<file path="src/rtl/core/awv_pkg.sv">
// shared types and constants for the activity window volume block
`timescale 1ns / 1ps

package awv_pkg;

  localparam int SAMPLE_W   = 12;
  localparam int TIME_W     = 64;
  localparam int GAIN_W     = 5;
  localparam int SCALED_W   = 16;
  localparam int RATE_W     = 16;
  localparam int COUNT_CFG_W = 6;
  localparam int VOLUME_W   = 16;
  localparam int ACTIVE_W   = 5;
  localparam int CMP_W      = 11;
  localparam int STEP_W     = 4;

  localparam int CFG_IDX_W  = 3;
  localparam int CFG_DATA_W = 16;

  localparam int WINDOW_DEPTH_DEF = 32;
  localparam int QUEUE_DEPTH_DEF  = 2;

  // register indexes
  localparam logic [CFG_IDX_W-1:0] REG_SAMPLE_GAIN    = 3'd0;
  localparam logic [CFG_IDX_W-1:0] REG_RATE_THRESHOLD = 3'd1;
  localparam logic [CFG_IDX_W-1:0] REG_COUNT_LOW      = 3'd2;
  localparam logic [CFG_IDX_W-1:0] REG_COUNT_HIGH     = 3'd3;
  localparam logic [CFG_IDX_W-1:0] REG_CLIP_VOLUME    = 3'd4;

  localparam logic [GAIN_W-1:0]      GAIN_RST      = 5'd1;
  localparam logic [RATE_W-1:0]      THRESHOLD_RST = 16'd100;
  localparam logic [COUNT_CFG_W-1:0] COUNT_LOW_RST = 6'd4;
  localparam logic [COUNT_CFG_W-1:0] COUNT_HIGH_RST = 6'd20;
  localparam logic [VOLUME_W-1:0]    CLIP_VOLUME_RST = 16'd16;

  // one classified word between front and back
  typedef struct packed {
    logic [SCALED_W-1:0] delta;
    logic [RATE_W-1:0]   divisor;
    logic                big;      // elapsed time of 2^16 or more, quotient is zero
  } awv_item_t;

  typedef struct packed {
    logic [RATE_W-1:0]      rate_threshold;
    logic [COUNT_CFG_W-1:0] count_low;
    logic [COUNT_CFG_W-1:0] count_high;
    logic [VOLUME_W-1:0]    clip_volume;
  } awv_cfg_t;

endpackage

</file>
<file path="src/rtl/core/activity_window_volume.sv">
// top level: config registers, front end, queue and back end of the volume block
//
//   port group   dir   handshake            payload
//   in_*         in    in_valid/in_ready    in_sample[11:0], in_time_us[63:0]
//   out_*        out   out_valid/out_ready  out_volume[15:0], out_change_rate[15:0],
//                                           out_active_count[4:0]
//   cfg_*        in    cfg_valid/cfg_ready  cfg_index[2:0], cfg_data[15:0]
//
// the back end takes one word at a time: a load, 16 divider steps, then a finish step
// the front end accepts a sample whenever the queue has room
// reset is synchronous, active low; the flag ring needs no clearing pass
// a stalled output holds the back end in its finish step; the queue keeps filling
`timescale 1ns / 1ps

module activity_window_volume #(
  parameter int WINDOW_DEPTH = awv_pkg::WINDOW_DEPTH_DEF,
  parameter int QUEUE_DEPTH  = awv_pkg::QUEUE_DEPTH_DEF
) (
  input  logic                             clk,
  input  logic                             rst_n,
  input  logic                             in_valid,
  output logic                             in_ready,
  input  logic [awv_pkg::SAMPLE_W-1:0]     in_sample,
  input  logic [awv_pkg::TIME_W-1:0]       in_time_us,
  output logic                             out_valid,
  input  logic                             out_ready,
  output logic [awv_pkg::VOLUME_W-1:0]     out_volume,
  output logic [awv_pkg::RATE_W-1:0]       out_change_rate,
  output logic [awv_pkg::ACTIVE_W-1:0]     out_active_count,
  input  logic                             cfg_valid,
  output logic                             cfg_ready,
  input  logic [awv_pkg::CFG_IDX_W-1:0]    cfg_index,
  input  logic [awv_pkg::CFG_DATA_W-1:0]   cfg_data
);

  logic [awv_pkg::GAIN_W-1:0] gain_r;
  awv_pkg::awv_cfg_t          cfg_r;
  logic                       cfg_we;

  logic                       q_full;
  logic                       q_push;
  awv_pkg::awv_item_t         q_push_item;
  logic                       q_pop;
  logic                       q_valid;
  awv_pkg::awv_item_t         q_item;

  assign cfg_ready = 1'b1;
  assign cfg_we    = cfg_valid && cfg_ready;

  always_ff @(posedge clk) begin
    if (!rst_n) begin
      gain_r               <= awv_pkg::GAIN_RST;
      cfg_r.rate_threshold <= awv_pkg::THRESHOLD_RST;
      cfg_r.count_low      <= awv_pkg::COUNT_LOW_RST;
      cfg_r.count_high     <= awv_pkg::COUNT_HIGH_RST;
      cfg_r.clip_volume    <= awv_pkg::CLIP_VOLUME_RST;
    end else if (cfg_we) begin
      unique case (cfg_index)
        awv_pkg::REG_SAMPLE_GAIN:    gain_r <= cfg_data[awv_pkg::GAIN_W-1:0];
        awv_pkg::REG_RATE_THRESHOLD: cfg_r.rate_threshold <= cfg_data;
        awv_pkg::REG_COUNT_LOW:      cfg_r.count_low <= cfg_data[awv_pkg::COUNT_CFG_W-1:0];
        awv_pkg::REG_COUNT_HIGH:     cfg_r.count_high <= cfg_data[awv_pkg::COUNT_CFG_W-1:0];
        awv_pkg::REG_CLIP_VOLUME:    cfg_r.clip_volume <= cfg_data;
        default: ;
      endcase
    end
  end

  awv_front u_front (
    .clk         (clk),
    .rst_n       (rst_n),
    .in_valid    (in_valid),
    .in_ready    (in_ready),
    .in_sample   (in_sample),
    .in_time_us  (in_time_us),
    .sample_gain (gain_r),
    .q_full      (q_full),
    .q_push      (q_push),
    .q_item      (q_push_item)
  );

  awv_queue #(
    .DEPTH (QUEUE_DEPTH)
  ) u_queue (
    .clk       (clk),
    .rst_n     (rst_n),
    .push      (q_push),
    .push_item (q_push_item),
    .full      (q_full),
    .pop       (q_pop),
    .pop_valid (q_valid),
    .pop_item  (q_item)
  );

  awv_back #(
    .WINDOW_DEPTH (WINDOW_DEPTH)
  ) u_back (
    .clk              (clk),
    .rst_n            (rst_n),
    .q_valid          (q_valid),
    .q_item           (q_item),
    .q_pop            (q_pop),
    .cfg              (cfg_r),
    .out_valid        (out_valid),
    .out_ready        (out_ready),
    .out_volume       (out_volume),
    .out_change_rate  (out_change_rate),
    .out_active_count (out_active_count)
  );

endmodule

</file>
<file path="src/rtl/core/awv_front.sv">
// front end: accepts samples, scales them and forms the change and elapsed time
`timescale 1ns / 1ps

module awv_front (
  input  logic                            clk,
  input  logic                            rst_n,
  input  logic                            in_valid,
  output logic                            in_ready,
  input  logic [awv_pkg::SAMPLE_W-1:0]    in_sample,
  input  logic [awv_pkg::TIME_W-1:0]      in_time_us,
  input  logic [awv_pkg::GAIN_W-1:0]      sample_gain,
  input  logic                            q_full,
  output logic                            q_push,
  output awv_pkg::awv_item_t              q_item
);

  logic [awv_pkg::SCALED_W-1:0] prev_sample_r;
  logic [awv_pkg::TIME_W-1:0]   prev_time_r;
  logic [awv_pkg::SCALED_W:0]   product;
  logic [awv_pkg::SCALED_W-1:0] scaled;
  logic [awv_pkg::TIME_W-1:0]   elapsed;
  logic                         big;

  assign in_ready = !q_full;
  assign q_push   = in_valid && in_ready;

  always_comb begin
    product = (awv_pkg::SCALED_W + 1)'(in_sample) * (awv_pkg::SCALED_W + 1)'(sample_gain);
    scaled  = product[awv_pkg::SCALED_W-1:0];
    elapsed = in_time_us - prev_time_r;
    big     = |elapsed[awv_pkg::TIME_W-1:awv_pkg::RATE_W];
    q_item.delta = (scaled >= prev_sample_r) ? (scaled - prev_sample_r)
                                             : (prev_sample_r - scaled);
    q_item.big   = big;
    // zero elapsed time divides by one
    if (elapsed[awv_pkg::RATE_W-1:0] == '0) begin
      q_item.divisor = awv_pkg::RATE_W'(1);
    end else begin
      q_item.divisor = elapsed[awv_pkg::RATE_W-1:0];
    end
  end

  always_ff @(posedge clk) begin
    if (!rst_n) begin
      prev_sample_r <= '0;
      prev_time_r   <= '0;
    end else if (q_push) begin
      prev_sample_r <= scaled;
      prev_time_r   <= in_time_us;
    end
  end

endmodule

</file>
<file path="src/rtl/core/awv_queue.sv">
// short fifo of classified words between front and back
`timescale 1ns / 1ps

module awv_queue #(
  parameter int DEPTH = awv_pkg::QUEUE_DEPTH_DEF
) (
  input  logic               clk,
  input  logic               rst_n,
  input  logic               push,
  input  awv_pkg::awv_item_t push_item,
  output logic               full,
  input  logic               pop,
  output logic               pop_valid,
  output awv_pkg::awv_item_t pop_item
);

  localparam int AW = (DEPTH > 1) ? $clog2(DEPTH) : 1;
  localparam int CW = $clog2(DEPTH + 1);
  localparam logic [AW-1:0] LAST = AW'(DEPTH - 1);

  awv_pkg::awv_item_t entry_r [DEPTH];
  logic [AW-1:0] wr_ptr_r;
  logic [AW-1:0] rd_ptr_r;
  logic [CW-1:0] fill_r;
  logic [CW-1:0] fill_nxt;

  assign full      = (fill_r == CW'(DEPTH));
  assign pop_valid = (fill_r != '0);
  assign pop_item  = entry_r[rd_ptr_r];

  always_comb begin
    fill_nxt = fill_r;
    if (push && !pop) begin
      fill_nxt = fill_r + CW'(1);
    end else if (pop && !push) begin
      fill_nxt = fill_r - CW'(1);
    end
  end

  always_ff @(posedge clk) begin
    if (push) begin
      entry_r[wr_ptr_r] <= push_item;
    end
  end

  always_ff @(posedge clk) begin
    if (!rst_n) begin
      wr_ptr_r <= '0;
      rd_ptr_r <= '0;
      fill_r   <= '0;
    end else begin
      fill_r <= fill_nxt;
      if (push) begin
        wr_ptr_r <= (wr_ptr_r == LAST) ? '0 : wr_ptr_r + AW'(1);
      end
      if (pop) begin
        rd_ptr_r <= (rd_ptr_r == LAST) ? '0 : rd_ptr_r + AW'(1);
      end
    end
  end

endmodule

</file>
<file path="src/rtl/core/awv_back.sv">
// back end: radix-2 divider, activity ring, window count and volume mapping
`timescale 1ns / 1ps

module awv_back #(
  parameter int WINDOW_DEPTH = awv_pkg::WINDOW_DEPTH_DEF
) (
  input  logic                            clk,
  input  logic                            rst_n,
  input  logic                            q_valid,
  input  awv_pkg::awv_item_t              q_item,
  output logic                            q_pop,
  input  awv_pkg::awv_cfg_t               cfg,
  output logic                            out_valid,
  input  logic                            out_ready,
  output logic [awv_pkg::VOLUME_W-1:0]    out_volume,
  output logic [awv_pkg::RATE_W-1:0]      out_change_rate,
  output logic [awv_pkg::ACTIVE_W-1:0]    out_active_count
);

  localparam int PW = $clog2(WINDOW_DEPTH);
  localparam logic [PW-1:0] LAST_POS = PW'(WINDOW_DEPTH - 1);

  localparam logic [1:0] ST_IDLE = 2'd0;
  localparam logic [1:0] ST_DIV  = 2'd1;
  localparam logic [1:0] ST_DONE = 2'd2;

  logic [1:0] state_r;
  logic [1:0] state_nxt;

  logic [awv_pkg::RATE_W-1:0] rem_r;
  logic [awv_pkg::RATE_W-1:0] quo_r;
  logic [awv_pkg::RATE_W-1:0] div_r;
  logic                       big_r;
  logic [awv_pkg::STEP_W-1:0] step_r;
  logic [awv_pkg::RATE_W:0]   rem_shift;
  logic                       sub_ok;

  logic                       flag_mem [WINDOW_DEPTH];
  logic                       old_flag_r;
  logic                       old_valid_r;
  logic [PW-1:0]              pos_r;
  logic [PW-1:0]              pos_next;
  logic                       wrapped_r;
  logic [PW-1:0]              count_r;
  logic [PW-1:0]              count_nxt;

  logic [awv_pkg::RATE_W-1:0] rate;
  logic                       active;
  logic                       finish;
  logic [awv_pkg::CMP_W-1:0]  cnt_ext;
  logic [awv_pkg::CMP_W-1:0]  low_ext;
  logic [awv_pkg::CMP_W-1:0]  high_ext;
  logic [awv_pkg::VOLUME_W-1:0] volume;

  logic                       out_valid_r;
  logic [awv_pkg::VOLUME_W-1:0] out_volume_r;
  logic [awv_pkg::RATE_W-1:0]   out_rate_r;
  logic [awv_pkg::ACTIVE_W-1:0] out_count_r;

  assign out_valid        = out_valid_r;
  assign out_volume       = out_volume_r;
  assign out_change_rate  = out_rate_r;
  assign out_active_count = out_count_r;

  assign q_pop    = (state_r == ST_IDLE) && q_valid;
  assign pos_next = (pos_r == LAST_POS) ? '0 : pos_r + PW'(1);
  assign finish   = (state_r == ST_DONE) && (!out_valid_r || out_ready);

  // one restoring step per cycle
  always_comb begin
    rem_shift = {rem_r, quo_r[awv_pkg::RATE_W-1]};
    sub_ok    = (rem_shift >= {1'b0, div_r});
  end

  always_comb begin
    rate      = big_r ? '0 : quo_r;
    active    = (rate > cfg.rate_threshold);
    count_nxt = count_r + PW'(active) - PW'(old_flag_r && old_valid_r);
    cnt_ext   = awv_pkg::CMP_W'(count_nxt);
    low_ext   = awv_pkg::CMP_W'(cfg.count_low);
    high_ext  = awv_pkg::CMP_W'(cfg.count_high);
    priority if (cnt_ext <= low_ext) begin
      volume = '0;
    end else if (cnt_ext <= high_ext) begin
      volume = awv_pkg::VOLUME_W'(cnt_ext - low_ext);
    end else begin
      volume = cfg.clip_volume;
    end
  end

  always_comb begin
    state_nxt = state_r;
    unique case (state_r)
      ST_IDLE: begin
        if (q_valid) state_nxt = ST_DIV;
      end
      ST_DIV: begin
        if (step_r == '1) state_nxt = ST_DONE;
      end
      ST_DONE: begin
        if (finish) state_nxt = ST_IDLE;
      end
      default: state_nxt = ST_IDLE;
    endcase
  end

  // flag ring: read the entry about to leave the window, write the new decision
  always_ff @(posedge clk) begin
    if (q_pop) begin
      old_flag_r <= flag_mem[pos_next];
    end
    if (finish) begin
      flag_mem[pos_r] <= active;
    end
  end

  always_ff @(posedge clk) begin
    if (q_pop) begin
      rem_r <= '0;
      quo_r <= q_item.delta;
      div_r <= q_item.divisor;
      big_r <= q_item.big;
    end else if (state_r == ST_DIV) begin
      rem_r <= sub_ok ? awv_pkg::RATE_W'(rem_shift - {1'b0, div_r})
                      : rem_shift[awv_pkg::RATE_W-1:0];
      quo_r <= {quo_r[awv_pkg::RATE_W-2:0], sub_ok};
    end
    if (finish) begin
      out_volume_r <= volume;
      out_rate_r   <= rate;
      out_count_r  <= cnt_ext[awv_pkg::ACTIVE_W-1:0];
    end
  end

  always_ff @(posedge clk) begin
    if (!rst_n) begin
      state_r     <= ST_IDLE;
      step_r      <= '0;
      pos_r       <= '0;
      wrapped_r   <= 1'b0;
      count_r     <= '0;
      old_valid_r <= 1'b0;
      out_valid_r <= 1'b0;
    end else begin
      state_r <= state_nxt;
      if (q_pop) begin
        step_r <= '0;
        // entries not yet written since reset count as clear
        old_valid_r <= wrapped_r || (pos_r == LAST_POS);
      end else if (state_r == ST_DIV) begin
        step_r <= step_r + awv_pkg::STEP_W'(1);
      end
      if (finish) begin
        pos_r   <= pos_next;
        count_r <= count_nxt;
        if (pos_r == LAST_POS) wrapped_r <= 1'b1;
      end
      if (finish) begin
        out_valid_r <= 1'b1;
      end else if (out_ready) begin
        out_valid_r <= 1'b0;
      end
    end
  end

endmodule

</file>
<file path="config.mk">
export PLATFORM = sky130hd
export DESIGN_NAME = activity_window_volume
export DESIGN_NICKNAME = d
export VERILOG_FILES = /design/src/rtl/core/awv_pkg.sv /design/src/rtl/core/activity_window_volume.sv /design/src/rtl/core/awv_front.sv /design/src/rtl/core/awv_queue.sv /design/src/rtl/core/awv_back.sv
export SDC_FILE = /design/constraint.sdc
export NUM_CORES = 1
export LEC_CHECK = 0
export BUFFER_PORTS_ARGS = -buffer_cell sky130_fd_sc_hd__buf_4
export CAP_MARGIN = 20
export CORE_ASPECT_RATIO = 1.2
export CORE_MARGIN = 2
export CORE_UTILIZATION = 33
export DETAILED_ROUTE_END_ITERATION = 10
export GPL_TIMING_DRIVEN = 0
export SYNTH_ARGS = -nofsm -noshare
export SYNTH_HDL_FRONTEND = slang
export SYNTH_SLANG_ARGS = --single-unit
</file>
<file path="constraint.sdc">
create_clock -name clk -period 8.7 [get_ports clk]
set_clock_uncertainty 0.1 [all_clocks]
set_input_delay 1.305 -clock clk [delete_from_list [all_inputs] [get_ports clk]]
set_output_delay 1.305 -clock clk [all_outputs]
set_load 0.03 [all_outputs]
</file>
# ---- After elaboration in Yosys (flattened, before gate mapping)
# Memory sizes are Yosys's and may differ from the RTL's. A register that Yosys moved wholly into a read port is not among the register bits.
# Cells that the tools add are included.
dict set report word_totals {
  regBits 238
  word_cells 110
  ram_bits 98
  out_inout_bits 40
  inputBits 100
  memories 2
}
# memory words width read_ports rd_ports_with_merged_regs write_ports line
set mem_list {}
lappend mem_list {u_queue.entry_r 2 33 1 1 1 awv_queue.sv:21} ;# awv_pkg::awv_item_t entry_r [DEPTH];
lappend mem_list {u_back.flag_mem 32 1 1 1 1 awv_back.sv:38} ;# logic flag_mem [WINDOW_DEPTH];
dict set report op_classes {
  n_eq_ne 12
  mul 1
  muxes 24
  bitwise 1
  add_sub_neg 13
  order_cmp 5
  n_reduce_logical 28
}
# operator count
set ops {}
lappend ops {{16-bit two-way mux} 7}
lappend ops {{64-bit subtractor} 1}
lappend ops {{48-bit OR reduction} 1}
lappend ops {{16-bit subtractor} 3}
lappend ops {{17-bit by 16-bit >= comparator with 1-bit output} 1}
lappend ops {{16-bit >= comparator} 1}
lappend ops {{16-bit greater-than comparator} 1}
lappend ops {{16-bit logical NOT} 1}
lappend ops {{12-bit by 5-bit multiplier with 16-bit output} 1}
lappend ops {{5-bit by 6-bit <= comparator with 1-bit output} 2}
lappend ops {{2-bit AND reduction} 6}
lappend ops {{1-bit two-way mux} 10}
lappend ops {{2-bit two-way mux} 5}
lappend ops {{2-bit nonzero test} 4}
lappend ops {{5-bit by 6-bit subtractor with 7-bit output} 1}
lappend ops {{3-bit by 2-bit equality test with 1-bit output, second input constant} 2}
lappend ops {{1-bit logical AND} 6}
lappend ops {{2-bit by 1-bit != test with 1-bit output, second input constant} 3}
lappend ops {{2-bit case mux with 3 select lines} 1}
lappend ops {{5-bit by 1-bit adder with 5-bit output} 1}
lappend ops {{5-bit by 1-bit adder with 5-bit output, second input constant} 1}
lappend ops {{5-bit equality test, second input constant} 1}
lappend ops {{5-bit two-way mux} 1}
lappend ops {{5-bit by 1-bit subtractor with 5-bit output} 1}
lappend ops {{other kinds (16)} 22}

# ---- Logic depth before layout (Yosys ltp)
# Gate-level depths: netlist of the first run.
dict set report logic_depth {
  ltp_word 7
  ltp_mapped 28
  ltp_nobuf 27
}

# ---- Hierarchy
# From an unflattened synthesis of the first run, not the netlist that was laid out.
dict set report hier_totals {
  cells_unflattened 2502
  area_unflattened_um2 22651.7
}
# module area_per_inst_um2 n_inst seq_area_each_um2 cells_per_inst
set by_module_without_submodules {}
lappend by_module_without_submodules {awv_front 10810.4 1 1601.5 1505}
lappend by_module_without_submodules {awv_back 7342.0 1 3793.6 683}
lappend by_module_without_submodules {awv_queue 2602.5 1 2082.0 125}
lappend by_module_without_submodules {activity_window_volume 1896.8 1 980.9 189}

# ---- Worst setup path before layout of the first run
# Ideal clock, no wire load.
dict set report synth_path {
  path_kind {input to register}
  start {input port in_sample[3] (netlist bit)}
  end {memory u_queue.entry_r[0][18] (netlist bit), data pin}
  path_stages 23
  n_path_buf 2
  required_ps 8338
  arrival_time_ps 6745
  setup_ps 262
  setup_slack_ps 1593
  path_cell_list {and2_1 fa_1 fa_1 inv_1 fa_1 inv_1 ha_1 or3_1 o21ai_0 o21bai_1 o211a_1 o21bai_1 a21o_1 xnor2_1 inv_1 ha_1 nand2_1 nor3_1 o21ai_1 a41oi_2 clkbuf_1 buf_2 mux2_2}
}
# item line
set synth_lines {}
lappend synth_lines {{from (decl)} activity_window_volume.sv:23} ;# input logic [awv_pkg::SAMPLE_W-1:0] in_sample,
lappend synth_lines {{to (decl)} awv_queue.sv:21}

==> out/results.ini, run 1 <==
[run_status]
status = finished clean

[critical_path]
reg2regPathDepth = 25
critPathLaunch = gain_r[2]
r2r_slack_ns = 0.98
cp_data_arrival_time_ns = 7.96
cp-start-kind = flip-flop
critPathKind = flip-flop to flip-flop
crit_path_end_kind = flip-flop
rr_startpoint = gain_r[2]
endpoint = u_queue.entry_r[1][30]
required_ns = 8.94
worst-path-max-fanout = 10
r2r_end = u_queue.entry_r[1][30]

[timing]
setup_tns_ns = 0
rsz0062_at_grt = no
relSlewSlack_pct = 34.9
setup_violations = 0
fin_crit_ns = 7.72
final-max-slew-violation-count = 0
fmax_ghz = 0.130
period_share_pct = 88.7
worst_slew_pin_slew_ns = 0.976
hold_violations = 0

[synthesis]
yosys_warnings = 0
ys_seq_elements = 338
ys_async_sr_fraction_pct = 0
synth_seq_area_share_pct = 38.5
synth.net_count = 2815
synthTopCellsByArea = edfxtp_1, dfxtp_1, ha_1, nand2_1, a21oi_1
avgSynthCellArea_um2 = 8.76
synth.cell_area_um2 = 22000
synth_top_area_cell = edfxtp_1
synth_edf_count = 169
syn_inst = 2511
yosysUniqueCellTypes = 99
synthFlopType = edfxtp_1
yosys.area.top_type_share_pct = 23.1

[floorplan]
die_area_um2 = 68700
start_util_pct = 33.4
die_h_um = 287
rows = 103
die_x_um = 240
core_area_um2 = 65900
pin_count = 140

[grt]
track_usage_pct = 16.7
antenna_found_initial = 3
grt_pass1_vias = 17700
grt_pass1_wl_mm = 92.9
grt_max_degree = 34
overflow = 0

[drt]
vias = 18000
wl_per_cell_um = 15.8
drc = 0
drtIter0Drc = 934
routed_via_density = 4.99
wl_mm = 57.1
ant_nets = 0
dr.pass1.iters = 5

[clocking]
cts_tree = built
clk_pin_slew_worst_paths_ns = 0.06
clock-root-buffer = clkbuf_16
htreeDepth = 2
cts_resized = 0
clkLatencyLatePin_ns = 0.58
cts_buffers = 38
hold_buffers = 0
post_cts_buffers = 0
cts_sinks = 338
clockBufferDepth = 3

[power_and_ir_drop]
leakagePower_nw = 10.1
irDropWorstVdd_v = 0.000150
total_power_mw = 6.02
p_per_area_nw_per_um2 = 236

[finish]
drive_gt1_share_pct = 10.6
layout_common_cells = nand2_1, a21oi_1, inv_1
nets = 2996
final_common_cell = nand2_1
area_growth_pct = 16.0

[run]
maxCapViolations = 0

[placed_design]
routabilityCongestion = 0.895
portBuffers = 138
hpwl_mm = 44.6

[worst_hold_path]
hold_path_class = flip-flop to flip-flop
hp-start = u_front.prev_time_r[40]

==> how the worst min path moves through the flow <==
stage	to	slack [ns]	cells after the start
after floorplan	u_back.rem_r[15]	0.33	2
after global placement	u_front.prev_time_r[39]	0.34	2
after detailed placement	u_front.prev_time_r[57]	0.35	2
after CTS	u_front.prev_time_r[57]	0.35	2
after global routing	u_front.prev_time_r[2]	0.37	2
final	u_front.prev_time_r[40]	0.35	2
==> cells by family after synthesis <==
family | count (synthesis) | synth area share (%)
AOI/OAI and AO/OA | 595 | 17.3
xor gates and xnor gates | 99 | 3.94
adders and majority gates | 204 | 12.8
buffers and inverters | 332 | 5.84
DFF | 338 | 38.5
muxes | 78 | 3.73
other | 1 | 0.0171
and+or+nand+nor | 864 | 17.9
==> metrics by stage <==
stage               setup WS, ns  hold WS [ns]  std cells  util [%]  area (um^2)
global placement           0.475         0.342       3541      36.7        24100
finish                     0.980         0.352       3614      38.8        25500
detailed placement         0.458         0.346       3544      36.8        24200
global route               0.434         0.366       3613      38.8        25500
floorplan                   1.59         0.326       2511         -        22000
CTS                        0.986         0.354       3613      38.8        25500
==> metal layers <==
metal | vias to the layer above | global-route usage (%) | part of all wire [%]
met3 | 85 | 2.37 | 3.9
met1 | 8529 | 20.3 | 43
li1 | 9089 | - | -
met4 | 4 | 4.94 | 2.4
met5 | - | 0 | 0.040
met2 | 324 | 30.5 | 50
==> worst max-delay path: stages, from the launching register on <==
cell and delay, ns:
dfxtp_1 0.46, clkbuf_1 0.42, and2_1 0.22, fa_1 0.44, fa_1 0.55, inv_1 0.06, fa_1 0.53, inv_1 0.04
ha_1 0.33, or3_1 0.37, o21ai_0 0.10, o21bai_1 0.18, o211a_1 0.22, o21bai_1 0.08, a21o_1 0.20, xnor2_1 0.33
inv_1 0.11, ha_1 0.40, nand2_1 0.12, nor3_1 0.18, o21ai_1 0.11, a41oi_2 0.51, clkbuf_1 0.50, buf_2 0.41
mux2i_1 0.26, xnor2_1 0.24
==> synthesized netlist by cell type (all sizes together), types with 41 or more instances <==
master,number
a21o,44
nand4,41
mux2i,55
and2,44
inv,225
dfxtp,169
clkbuf,86
nor2,205
o21ai,101
ha,169
nor2b,43
a21oi,259
nand2,375
xnor2,60
edfxtp,169
==> report_power, final <==
part / internal [mW] / switching, mW / total (mW) / leakage (nW)
registers: 2.06 / 0.110 / 2.17 / 2.95
clock network: 0.957 / 0.699 / 1.66 / 0.635
logic: 0.855 / 1.34 / 2.19 / 6.53
total: 3.87 / 2.15 / 6.02 / 10.1
==> registers in the layout, summed over array words and instances, names as in the netlist, 2 cells and up, named ones only <==
name                     flops
cfg_r                       44
u_back.out_active_count      5
u_back.count_r               5
u_back.step_r                4
u_front.prev_sample_r       16
u_back.rem_r                16
u_back.out_volume           16
u_back.flag_mem             32
u_front.prev_time_r         64
u_back.pos_r                 5
u_back.quo_r                16
u_queue.fill_r               2
gain_r                       5
u_back.out_change_rate      16
u_back.div_r                16
u_queue.entry_r             66
u_back.state_r               2
==> layout make-up <==
cell class                 instances  area (um^2)
antenna                            1         2.50
buffer                           105          434
fill                            6712        40300
inverter                         227          852
tap                              892         1120
multi-input combinational       1841        12300
clock buffer                      46         1040
clock inverter                    23          256
sequential                       338         8460
timing repair buffer             141         1100
(Power assumes the default switching activity.)
==> run 2: changes to the inputs <==
- CORE_UTILIZATION: 33 -> 60
- PLACE_DENSITY: default -> 0.79
==> run 2 against run 1 <==
Power decreased by 0.85%. Wire length decreased by 2.5%. Sequential power about the same. Via count increased by 3.5%. Utilization increased by 30 points. First-iteration DRC count increased by 36%. Critical path depth unchanged. Setup slack improved by 0.067 ns. Critical endpoint is now u_queue.entry_r[1][20]. Largest power group unchanged.
==> out/results.ini, run 2 (synthesis results as in run 1) <==
[drt]
dr.pass1.iters = 6
drtIter0Drc = 1269
vias = 18700
wl_mm = 55.6
drc = 0
routed_via_density = 5.86
wl_per_cell_um = 17.5
ant_nets = 0

[grt]
grt.busiest_layer = met2
grtUsageMet1_pct = 35.7
track_usage_pct = 29.4
groute.layer.met2.usage_pct = 52.5
grt_max_degree = 42
use_met3_pct = 3.67
overflow = 0
grt_pass1_vias = 18400
grt_pass1_wl_mm = 90.4
antenna_found_initial = 0

[clocking]
post_cts_buffers = 0
clk_pin_slew_worst_paths_ns = 0.06
cts_sinks = 338
cts_resized = 0
clockBufferDepth = 3
htreeDepth = 2
hold_buffers = 0
cts_tree = built
cts_buffers = 37
clkLatencyLatePin_ns = 0.54
clock-root-buffer = clkbuf_16

[power_and_ir_drop]
irDropWorstVdd_v = 0.000167
p_per_area_nw_per_um2 = 240
leakagePower_nw = 10.0

[finish]
largest-register = u_queue.entry_r
reg_top3 = u_queue.entry_r x66, u_front.prev_time_r x64, cfg_r x44
fill_cells = 2911
layout_common_cells = nand2_1, a21oi_1, inv_1
area_growth_pct = 13.0
instances_no_fill = 3186
drive_gt1_share_pct = 10.5
final_common_cell = nand2_1
nets = 2994
largest_reg_flops = 66
n_antenna_cell = 0

[floorplan]
die_area_um2 = 38200
pin_count = 140
start_util_pct = 61.0
core_area_um2 = 36000
rows = 76
die_x_um = 179
die_h_um = 214

[placed_design]
portBuffers = 138
hpwl_mm = 43.2
pre_cts_ws_ns = 0.463
routabilityCongestion = 0.970
dp_cells = 3119

[timing]
final-max-slew-violation-count = 0
relSlewSlack_pct = 30.0
setup_slack_ns = 1.05
setup_tns_ns = 0
fin_hold_ws_ns = 0.351
fin_crit_ns = 7.65
worst_slew_pin_slew_ns = 1.05
setup_violations = 0
fmax_ghz = 0.131
rsz0062_at_grt = no
hold_violations = 0
period_share_pct = 88.0

[critical_path]
cp_data_arrival_time_ns = 7.82
crit_path_end_kind = flip-flop
cp-start-kind = input port
required_ns = 8.87
worst-path-max-fanout = 10
critPathKind = input port to flip-flop

[worst_hold_path]
hold_path_class = flip-flop to flip-flop

[run]
maxCapViolations = 0

[run_status]
status = finished clean

-- run 2: changes by cell type in the layout (fill, tap and decap cells not counted), moves of 2 or more --
cell,before,now
clkbuf_8,4,1
clkinv_1,9,7
clkinv_16,2,0
clkinv_2,7,5
clkinvlp_4,1,3
clkbuf_1,87,90
-- run 2: cell type report --
class                   count  area [um^2]  area share [%]
repair buffers            140         1070            4.31
inverters                 227          852            3.43
multi-input cells        1841        12300            49.3
flip-flops and latches    338         8460            34.0
clock buffers              45          987            3.97
plain buffers             105          434            1.75
clock inverters            22          203           0.816
well taps                 468          586            2.36
-- run 2: power breakdown --
part | switching [mW] | internal (mW)
clock | 0.655 | 0.879
combinational | 1.41 | 0.852
sequential | 0.116 | 2.06
total | 2.18 | 3.79
-- run 2: worst max-delay path, cell delays in order --
cell	delay, ns
buf_4	0.13
and2_1	0.17
fa_1	0.51
fa_1	0.54
inv_1	0.05
fa_1	0.52
inv_1	0.04
ha_1	0.33
or3_1	0.37
o21ai_0	0.11
o21bai_1	0.19
o211a_1	0.22
o21bai_1	0.07
a21o_1	0.20
xnor2_1	0.31
inv_1	0.11
ha_1	0.39
nand2_1	0.13
nor3_1	0.20
o21ai_1	0.10
a41oi_2	0.41
clkbuf_1	0.43
buf_2	0.36
mux2i_1	0.13
xnor2_1	0.47
-- run 2: per-layer routing --
layer / routed length [um] / up-vias
li1: - / 9085
met1: 22600 / 8863
met2: 27600 / 562
met3: 2910 / 157
met4: 2540 / 0
met5: 0 / -
-- run 2: through the flow --
step	power, mW	util, %	area, um^2
2_1_floorplan	3.82	-	22000
3_3_place_gp	4.35	65.5	23600
3_5_place_dp	4.42	65.7	23700
4_1_cts	5.96	69.0	24900
5_1_grt	6.31	69.0	24900
6_report	5.97	69.0	24900
-- run 2: final timing paths --
kind,start,to,slack [ns],cells past startpoint
max reg2reg,gain_r[3],u_queue.entry_r[1][20],1.11,25
max,in_sample[3],u_queue.entry_r[1][20],1.05,25
min reg2reg,u_front.prev_time_r[32],u_front.prev_time_r[32],0.35,2
min,u_front.prev_time_r[32],u_front.prev_time_r[32],0.35,2
